<file path="config.mk">
export PLATFORM = sky130hd
export DESIGN_NAME = scp_cell
export DESIGN_NICKNAME = d
export VERILOG_FILES = /design/src/rtl/core/scp_pkg.sv /design/src/rtl/core/scp_cell.sv
export SDC_FILE = /design/constraint.sdc
export NUM_CORES = 1
export LEC_CHECK = 0
export ABC_AREA = 1
export BUFFER_PORTS_ARGS = -buffer_cell sky130_fd_sc_hd__buf_2
export CORE_MARGIN = 1.5
export CORE_UTILIZATION = 35
export DETAILED_ROUTE_END_ITERATION = 10
export HOLD_SLACK_MARGIN = 0.1
export PLACE_DENSITY = 0.68
export SLEW_MARGIN = 5
export SYNTH_ARGS = -nofsm -noshare
export SYNTH_HDL_FRONTEND = slang
export SYNTH_SLANG_ARGS = --single-unit
</file>
<file path="constraint.sdc">
create_clock -name clk -period 2.56 [get_ports clk]
set_input_delay 0.64 -clock clk [delete_from_list [all_inputs] [get_ports clk]]
set_output_delay 0.64 -clock clk [all_outputs]
set_load 0.05 [all_outputs]
</file>
<file path="src/rtl/core/scp_pkg.sv">
// Shared types and constants for the sorted codepoint set.
// No dependencies; every other file in rtl/core imports this package.
`timescale 1ns / 1ps

package scp_pkg;

    localparam int CAPACITY_DEF = 128;

    localparam logic [20:0] LOWEST_CP  = 21'h00020;
    localparam logic [20:0] HIGHEST_CP = 21'h0FFFF;

    typedef enum logic [1:0] {
        OP_INSERT = 2'd0,
        OP_CLEAR  = 2'd1,
        OP_READ   = 2'd2
    } op_t;

    typedef enum logic [2:0] {
        ST_INSERTED  = 3'd0,
        ST_DUPLICATE = 3'd1,
        ST_RANGE     = 3'd2,
        ST_FULL      = 3'd3,
        ST_DONE      = 3'd4
    } status_t;

    // What the token walking down the cell row is doing.
    typedef enum logic {
        TOK_INS  = 1'b0,
        TOK_READ = 1'b1
    } tok_op_t;

    typedef enum logic [1:0] {
        MODE_SEARCH = 2'd0,
        MODE_CARRY  = 2'd1,
        MODE_FINISH = 2'd2
    } tok_mode_t;

    typedef struct packed {
        logic        active;
        tok_op_t     op;
        tok_mode_t   mode;
        status_t     status;
        logic [15:0] value;
        logic [6:0]  index;
    } tok_t;

    typedef enum logic {
        FSM_IDLE = 1'b0,
        FSM_BUSY = 1'b1
    } fsm_t;

endpackage

</file>
<file path="src/rtl/core/scp_cell.sv">
// One cell of the sorted set row: holds a single entry and forwards the token.
// Depends on scp_pkg for the token type and status codes.
`timescale 1ns / 1ps

module scp_cell #(
    parameter int CAPACITY = scp_pkg::CAPACITY_DEF,
    parameter int IDX      = 0,
    parameter int CNT_W    = $clog2(CAPACITY + 1)
) (
    input  logic             clk,
    input  logic             rst_n,
    input  scp_pkg::tok_t    tok_in,
    input  logic [CNT_W-1:0] count,
    output scp_pkg::tok_t    tok_out
);
    import scp_pkg::*;

    logic [15:0] entry_reg;
    logic [15:0] entry_next;
    logic        entry_wr;
    tok_t        tok_reg;
    tok_t        tok_next;
    logic        occupied;
    logic        full;
    logic        at_index;

    assign occupied = 32'(IDX) < 32'(count);
    assign full     = 32'(count) == 32'(CAPACITY);
    assign at_index = 32'(tok_in.index) == 32'(IDX);

    always_comb
    begin
        tok_next   = tok_in;
        entry_next = tok_in.value;
        entry_wr   = 1'b0;
        if (tok_in.active && tok_in.mode != MODE_FINISH)
        begin
            case (tok_in.op)
                TOK_INS:
                begin
                    if (!occupied)
                    begin
                        // first free slot: drop the carried value here
                        entry_wr        = 1'b1;
                        tok_next.mode   = MODE_FINISH;
                        tok_next.status = ST_INSERTED;
                    end
                    else if (tok_in.mode == MODE_CARRY)
                    begin
                        entry_wr       = 1'b1;
                        tok_next.value = entry_reg;
                    end
                    else if (entry_reg == tok_in.value)
                    begin
                        tok_next.mode   = MODE_FINISH;
                        tok_next.status = ST_DUPLICATE;
                    end
                    else if (entry_reg > tok_in.value)
                    begin
                        // later entries are larger, so no duplicate can follow
                        if (full)
                        begin
                            tok_next.mode   = MODE_FINISH;
                            tok_next.status = ST_FULL;
                        end
                        else
                        begin
                            entry_wr       = 1'b1;
                            tok_next.value = entry_reg;
                            tok_next.mode  = MODE_CARRY;
                        end
                    end
                end
                default:
                begin
                    if (at_index)
                    begin
                        tok_next.mode   = MODE_FINISH;
                        tok_next.status = ST_DONE;
                        tok_next.value  = occupied ? entry_reg : 16'd0;
                    end
                end
            endcase
        end
    end

    always_ff @(posedge clk or negedge rst_n)
    begin
        if (!rst_n)
        begin
            tok_reg <= '0;
        end
        else
        begin
            tok_reg <= tok_next;
        end
    end

    always_ff @(posedge clk)
    begin
        if (entry_wr)
        begin
            entry_reg <= entry_next;
        end
    end

    assign tok_out = tok_reg;

endmodule

</file>
==> results of run 1 <==
[kinds of logic after synthesis]
| kind of cell | share of synthesized area |
|---|---|
| AND/OR/NAND/NOR | 0.247 |
| AO/OA/AOI/OAI | 0.122 |
| flip-flops | 0.445 |
| buffers and inverters | 0.114 |
| adder cells (fa/ha/maj) | 0.0724 |
[cells in the final DEF, fill, tap and decap left out, types with 2 or more instances in the layout]
cell type  count
nand2_4        2
o21ai_0        9
nand3_2       11
a21oi_1       14
nand3_1       31
clkinv_1       2
nor2_1        28
edfxtp_1      16
dfrtp_1       30
nand4_1        3
or2_1          2
buf_2         69
inv_2          2
nand2_1       38
clkbuf_8       6
o221ai_1      13
buf_4          7
a21oi_2       10
ha_1          16
inv_1         65
nand2_2       12
[per-layer routing]
layer,track usage,vias up,wire length (um)
met5,0,-,0
met4,0.0449,0,79
met3,0.0373,10,341
met2,0.269,64,2900
met1,0.213,1075,2990
li1,-,1197,-
[where the power goes]
part           switching [mW]  leakage, nW  internal, mW  total [mW]
Clock                   0.242       0.0482         0.218       0.460
Sequential             0.0128        0.493         0.810       0.823
Combinational           0.338         1.22         0.139       0.477
Total                   0.593         1.76          1.17        1.76
[synthesized netlist by cell type]
cell type	count	area (um^2)
inv_1	66	248
nand2_1	38	143
nand3_1	31	155
dfrtp_1	30	751
nor2_1	28	105
edfxtp_1	16	480
ha_1	16	200
a21oi_1	14	70.1
o221ai_1	13	114
nand2_2	12	75.1
nand3_2	11	110
a21oi_2	10	87.6
o21ai_0	9	45.0
buf_2	3	15.0
clkbuf_1	3	11.3
nand4_1	3	18.8
buf_4	2	15.0
clkinv_1	2	7.51
nand2_4	2	22.5
or2_1	2	12.5
and3_1	1	6.26
buf_1	1	3.75
buf_6	1	11.3
inv_2	1	3.75
nand3_4	1	17.5
nor2_4	1	11.3
nor3_1	1	5.00
o211ai_1	1	7.51
o21ai_1	1	5.00
o21bai_1	1	7.51
[critical path, stage by stage]
cell and delay [ns]:
buf_2 0.10, inv_1 0.08, ha_1 0.32, nand2_2 0.08
nor2_4 0.14, nand3_1 0.09, nand3_1 0.09, nand2_1 0.06
nand2_2 0.07, nand3_2 0.08, nand2_4 0.08, buf_12 0.15
nand2_4 0.17, nand2_1 0.11, nand3_1 0.07, a21oi_1 0.14
[cell type report]
cell class	instances	area, um^2
Fill cell	787	4340
Sequential cell	46	1230
Multi-Input combinational cell	196	1220
Timing Repair Buffer	77	418
Inverter	69	259
Tap cell	102	128
Clock buffer	7	86.3
Clock inverter	1	5.00
[through the flow]
stage               worst slack, ns  setup TNS [ns]   util  hold slack, ns  power [mW]
CTS                           0.310               0  0.435           0.403        1.79
finish                        0.326               0  0.435           0.376        1.76
global placement             0.0643               0  0.423           0.594        1.31
global route                  0.159               0  0.435           0.438        1.87
floorplan                    0.0966               0      -           0.344        1.18
detailed placement          -0.0106          -0.158  0.423           0.601        1.32
[worst paths after layout]
kind	to	slack [ns]	cells past startpoint
max	tok_out[12]	0.33	16
min	tok_out[20]	0.38	1
max reg2reg	tok_out[12]	0.42	14
min reg2reg	tok_out[19]	0.63	2
max in group asynchronous	tok_out[10]	1.75	1
min in group clk	tok_out[2]	0.46	1
==> results.yml, run 1 <==
run_status:
  status: "completed"
cts:
  postCtsSetupBuffers: 0
  cts_tree: "yes"
  ctsResizeCount: 0
  holdBufCountCts: 0
  root_buffer: "clkbuf_8"
  clkSinkCount: 46
  clkTransAtPathRegs_ns: 0.08
  clockBufferDepth: 2
  numCtsBuffers: 5
  insertion_delay_ns: 0.30
  htreeDepth: 2
detailed_routing:
  wire_per_inst_um: 12.7
  drt_iter0_markers: 92
  via_per_inst: 4.71
  drt_pass1_iterations: 6
  drc: 0
  drtAntennaViolNets: 0
  via_count: 2346
  finalWirelength_um: 6310
grt:
  grt_max_degree: 31
  grtUsageTotal: 0.163
  grt_overflow: 0
  grt_first_pass_wirelength_um: 11100
  grt_pass1_vias: 2417
  grt_antenna_before_repair: 0
pwr:
  power_density_nw_per_um2: 526
  leakagePower_nw: 1.76
  ir_worst_vdd_v: 0.000251
cells_and_area:
  largest_reg_flops: 30
  stdcell_count: 498
  finalInstanceArea_um2: 3350
  drive_gt1_frac: 0.311
  final_nets: 451
  syn_to_final_growth_pct: 21.0
  diodes: 0
floorplanning:
  ios: 70
  die_h_um: 91.9
  initial_core_util: 0.360
  die_w_um: 91.9
  dieArea_um2: 8440
  rows: 32
  core_area_um2: 7690
place:
  gp_congestion: 0.853
  hpwl_um: 4730
  placed_cells: 490
  placed_area_um2: 3250
  io_buffers: 69
job:
  cap_viol_max_count: 0
timing:
  slew_headroom: 0.544
  rsz0062_at_grt: "false"
  finClkSkew_ns: 0.00456
  post-route-period-util: 0.873
  fmax_ghz: 0.448
  setup_viol_count_final: 0
  worst_pin_slew_ns: 0.685
  period_minus_slack_ns: 2.23
  finalHoldViolCount: 0
  maxSlewViolCount: 0
min_path:
  holdCritPathClass: "input pin to async pin"
logic_synthesis:
  synth_cell_type_count: 30
  syn_area_per_cell_um2: 8.61
  ys_ff_latch: 46
  ys_seq_area_frac: 0.445
  ys_warn_count: 0
  syn_nets: 377
  synth.cell_area_um2: 2770
  synth_cells: 321
setup_path:
  startpoint: "tok_in[14]"
  critPathCaptureType: "register"
  critPathLaunchType: "input pin"
  arrival_ns: 2.46
  critPathMaxFanout: 17
  r2r-start: "entry_reg[7]"
  cp.required_ns: 2.78
  crit_type: "input pin to register"
(Power assumes the default switching activity.)
==> run 2, diff against run 1 <==
Settings changed: ABC_AREA 1 to unset, CORE_UTILIZATION 35 to 45, CTS_CLUSTER_SIZE set to 16, PLACE_DENSITY 0.68 to 0.82.
==> run 2 against run 1 <==
- non-clock buffer count is 30 higher
- core utilization is 22 points higher
- register-to-register slack worse by 0.41 ns
- combinational power is 6.1% lower
- sequential share of layout area is 0.25 points lower
- clock power is 3% lower
- first-iteration DRC count is 82% higher
- critical path type unchanged
- critical endpoint is now tok_out[19]
- largest power group unchanged
- highest routed layer unchanged
==> results.yml, run 2 <==
cells_and_area:
  finalInstanceArea_um2: 3370
  final_common_cell: "buf_2"
  diodes: 0
  final_nets: 385
  final_cell_mix: "buf_2 (69), buf_4 (34), dfrtp_1 (30), nand2_1 (24), edfxtp_1 (16)"
  syn_to_final_growth_pct: 40.6
  drive_gt1_frac: 0.448
  final_core_util: 0.659
  largest_reg_flops: 30
logic_synthesis:
  synth.area.mux_share: 0
  yosys-top-cells-area: "dfrtp_1 (31%), edfxtp_1 (20%), ha_1 (8.4%)"
  synth.most_common_cell: "dfrtp_1"
  ys_ff_latch: 46
  synthAdderAreaFrac: 0.0836
  ys_seq_area_frac: 0.514
  yosysTopAreaCellShare: 0.313
  ys_warn_count: 0
  synth_compound_area_frac: 0.227
  synthArstFlopShare: 0.652
  synth_top_family_by_area: "compound AO/OA/AOI/OAI gates"
  synth_cell_type_count: 42
  synth_ff_type: "dfrtp_1"
  synth.cell_area_um2: 2390
  syn_nets: 283
  synth-edff-count: 16
  syn_area_per_cell_um2: 10.5
  yosys.area_share.simple: 0.120
  synth_area_leader_cell: "dfrtp_1"
  synth_cells: 227
  synth-xor-area-share: 0
  yosys-top-cells-count: "dfrtp_1 (30), nand2_1 (24), inv_1 (21)"
setup_path:
  r2r-end: "tok_out[19]"
  critPathCaptureType: "register"
  crit_path_end: "tok_out[19]"
  cp.required_ns: 2.76
  rrSetupSlack_ns: 0.01
  critPathLaunchType: "input pin"
  r2r_cells: 7
  startpoint: "tok_in[14]"
  crit_type: "input pin to register"
  r2r-start: "entry_reg[10]"
  critPathMaxFanout: 8
  arrival_ns: 2.76
timing:
  post-route-period-util: 1.00
  slew_headroom: 0.539
  maxSlewViolCount: 0
  setup_viol_count_final: 0
  worst_hold_slack_ns: 0.386
  worst_pin_slew_ns: 0.691
  fmax_ghz: 0.391
  period_minus_slack_ns: 2.56
  rsz0062_at_grt: "true"
  finalHoldViolCount: 0
  finClkSkew_ns: 0.00722
  finalSetupTns_ns: 0
place:
  hpwl_um: 4500
  placed_area_um2: 3160
  io_buffers: 69
  gp_congestion: 0.948
cts:
  numCtsBuffers: 5
  clkSinkCount: 46
  clkTransAtPathRegs_ns: 0.08
  root_buffer: "clkbuf_8"
  insertion_delay_ns: 0.29
  holdBufCountCts: 0
  htreeDepth: 2
  cts_tree: "yes"
  clockBufferDepth: 2
floorplanning:
  rows: 26
  core_area_um2: 5110
  ios: 70
  die_w_um: 76.0
  initial_core_util: 0.469
  die_h_um: 76.0
  dieArea_um2: 5770
detailed_routing:
  drtAntennaViolNets: 0
  drt_pass1_iterations: 4
  met2_length_um: 3220
  via_count: 2241
  drt_iter0_markers: 167
  via_per_inst: 5.60
  met3_length_um: 302
  wire_per_inst_um: 15.6
  drc: 0
  highest_layer: "met4"
  finalWirelength_um: 6240
  wl_met1_um: 2600
grt:
  grt_antenna_before_repair: 0
  grt_first_pass_wirelength_um: 10000
  grt_max_degree: 31
  grtUsageTotal: 0.216
  grt_overflow: 0
  grt_pass1_vias: 2192
pwr:
  leakagePower_nw: 1.46
  ir_worst_vdd_v: 0.000345
  finalPower_mw: 1.72
  power_density_nw_per_um2: 509
min_path:
  holdCritPathClass: "input pin to async pin"
run_status:
  status: "completed"
job:
  cap_viol_max_count: 0
run 2: cells by family after synthesis:
family / count (synthesis)
flops: 46
compound gates: 71
simple gates: 61
buf+inv: 33
fa+ha+maj: 16
run 2: critical path, stage by stage:
cell,delay (ns)
buf_2,0.17
inv_12,0.04
ha_4,0.25
nand4_1,0.12
or4_4,0.54
a32o_2,0.28
or3_4,0.35
buf_6,0.15
a32oi_1,0.21
run 2: report_power, final:
group	switching, mW	total (mW)	internal, mW
Clock	0.227	0.445	0.218
Sequential	0.0162	0.822	0.806
Combinational	0.294	0.448	0.154
run 2: how the worst min path moves through the flow:
stage	from	to	slack (ns)	cells past startpoint
after global routing	rst_n	tok_out[27]	0.43	1
after CTS	rst_n	tok_out[26]	0.41	1
final	rst_n	tok_out[26]	0.39	1
after detailed placement	entry_reg[0]	tok_out[7]	0.59	2
after global placement	entry_reg[0]	tok_out[7]	0.55	2
after floorplan	rst_n	tok_out[0]	0.34	0
run 2: what timing repair did:
action / 4_1_cts / 5_1_grt
gates resized for setup: 3 / 18
endpoints found under the setup margin: 4 / 31
buffers inserted: 0 / 1
pin swaps: 0 / 1
run 2: per-layer routing:
| layer | global-route usage | vias up |
|---|---|---|
| met5 | 0 | - |
| li1 | - | 1079 |
| met1 | 0.274 | 1073 |
| met3 | 0.0361 | 9 |
| met4 | 0.0611 | 0 |
| met2 | 0.380 | 80 |
run 2: stage by stage:
step / worst slack [ns] / cells
3_5_place_dp: -0.336 / 391
3_3_place_gp: -0.250 / 391
4_1_cts: 0.0104 / 399
2_1_floorplan: -0.205 / 227
5_1_grt: -0.0782 / 400
6_report: 0.00102 / 400
run 2: cell type report:
type,instances,area [um^2]
Multi-Input combinational cell,148,1210
Clock inverter,1,5.00
Inverter,21,93.8
Fill cell,408,1740
Sequential cell,46,1230
Clock buffer,7,86.3
Tap cell,70,87.6
Timing Repair Buffer,107,654
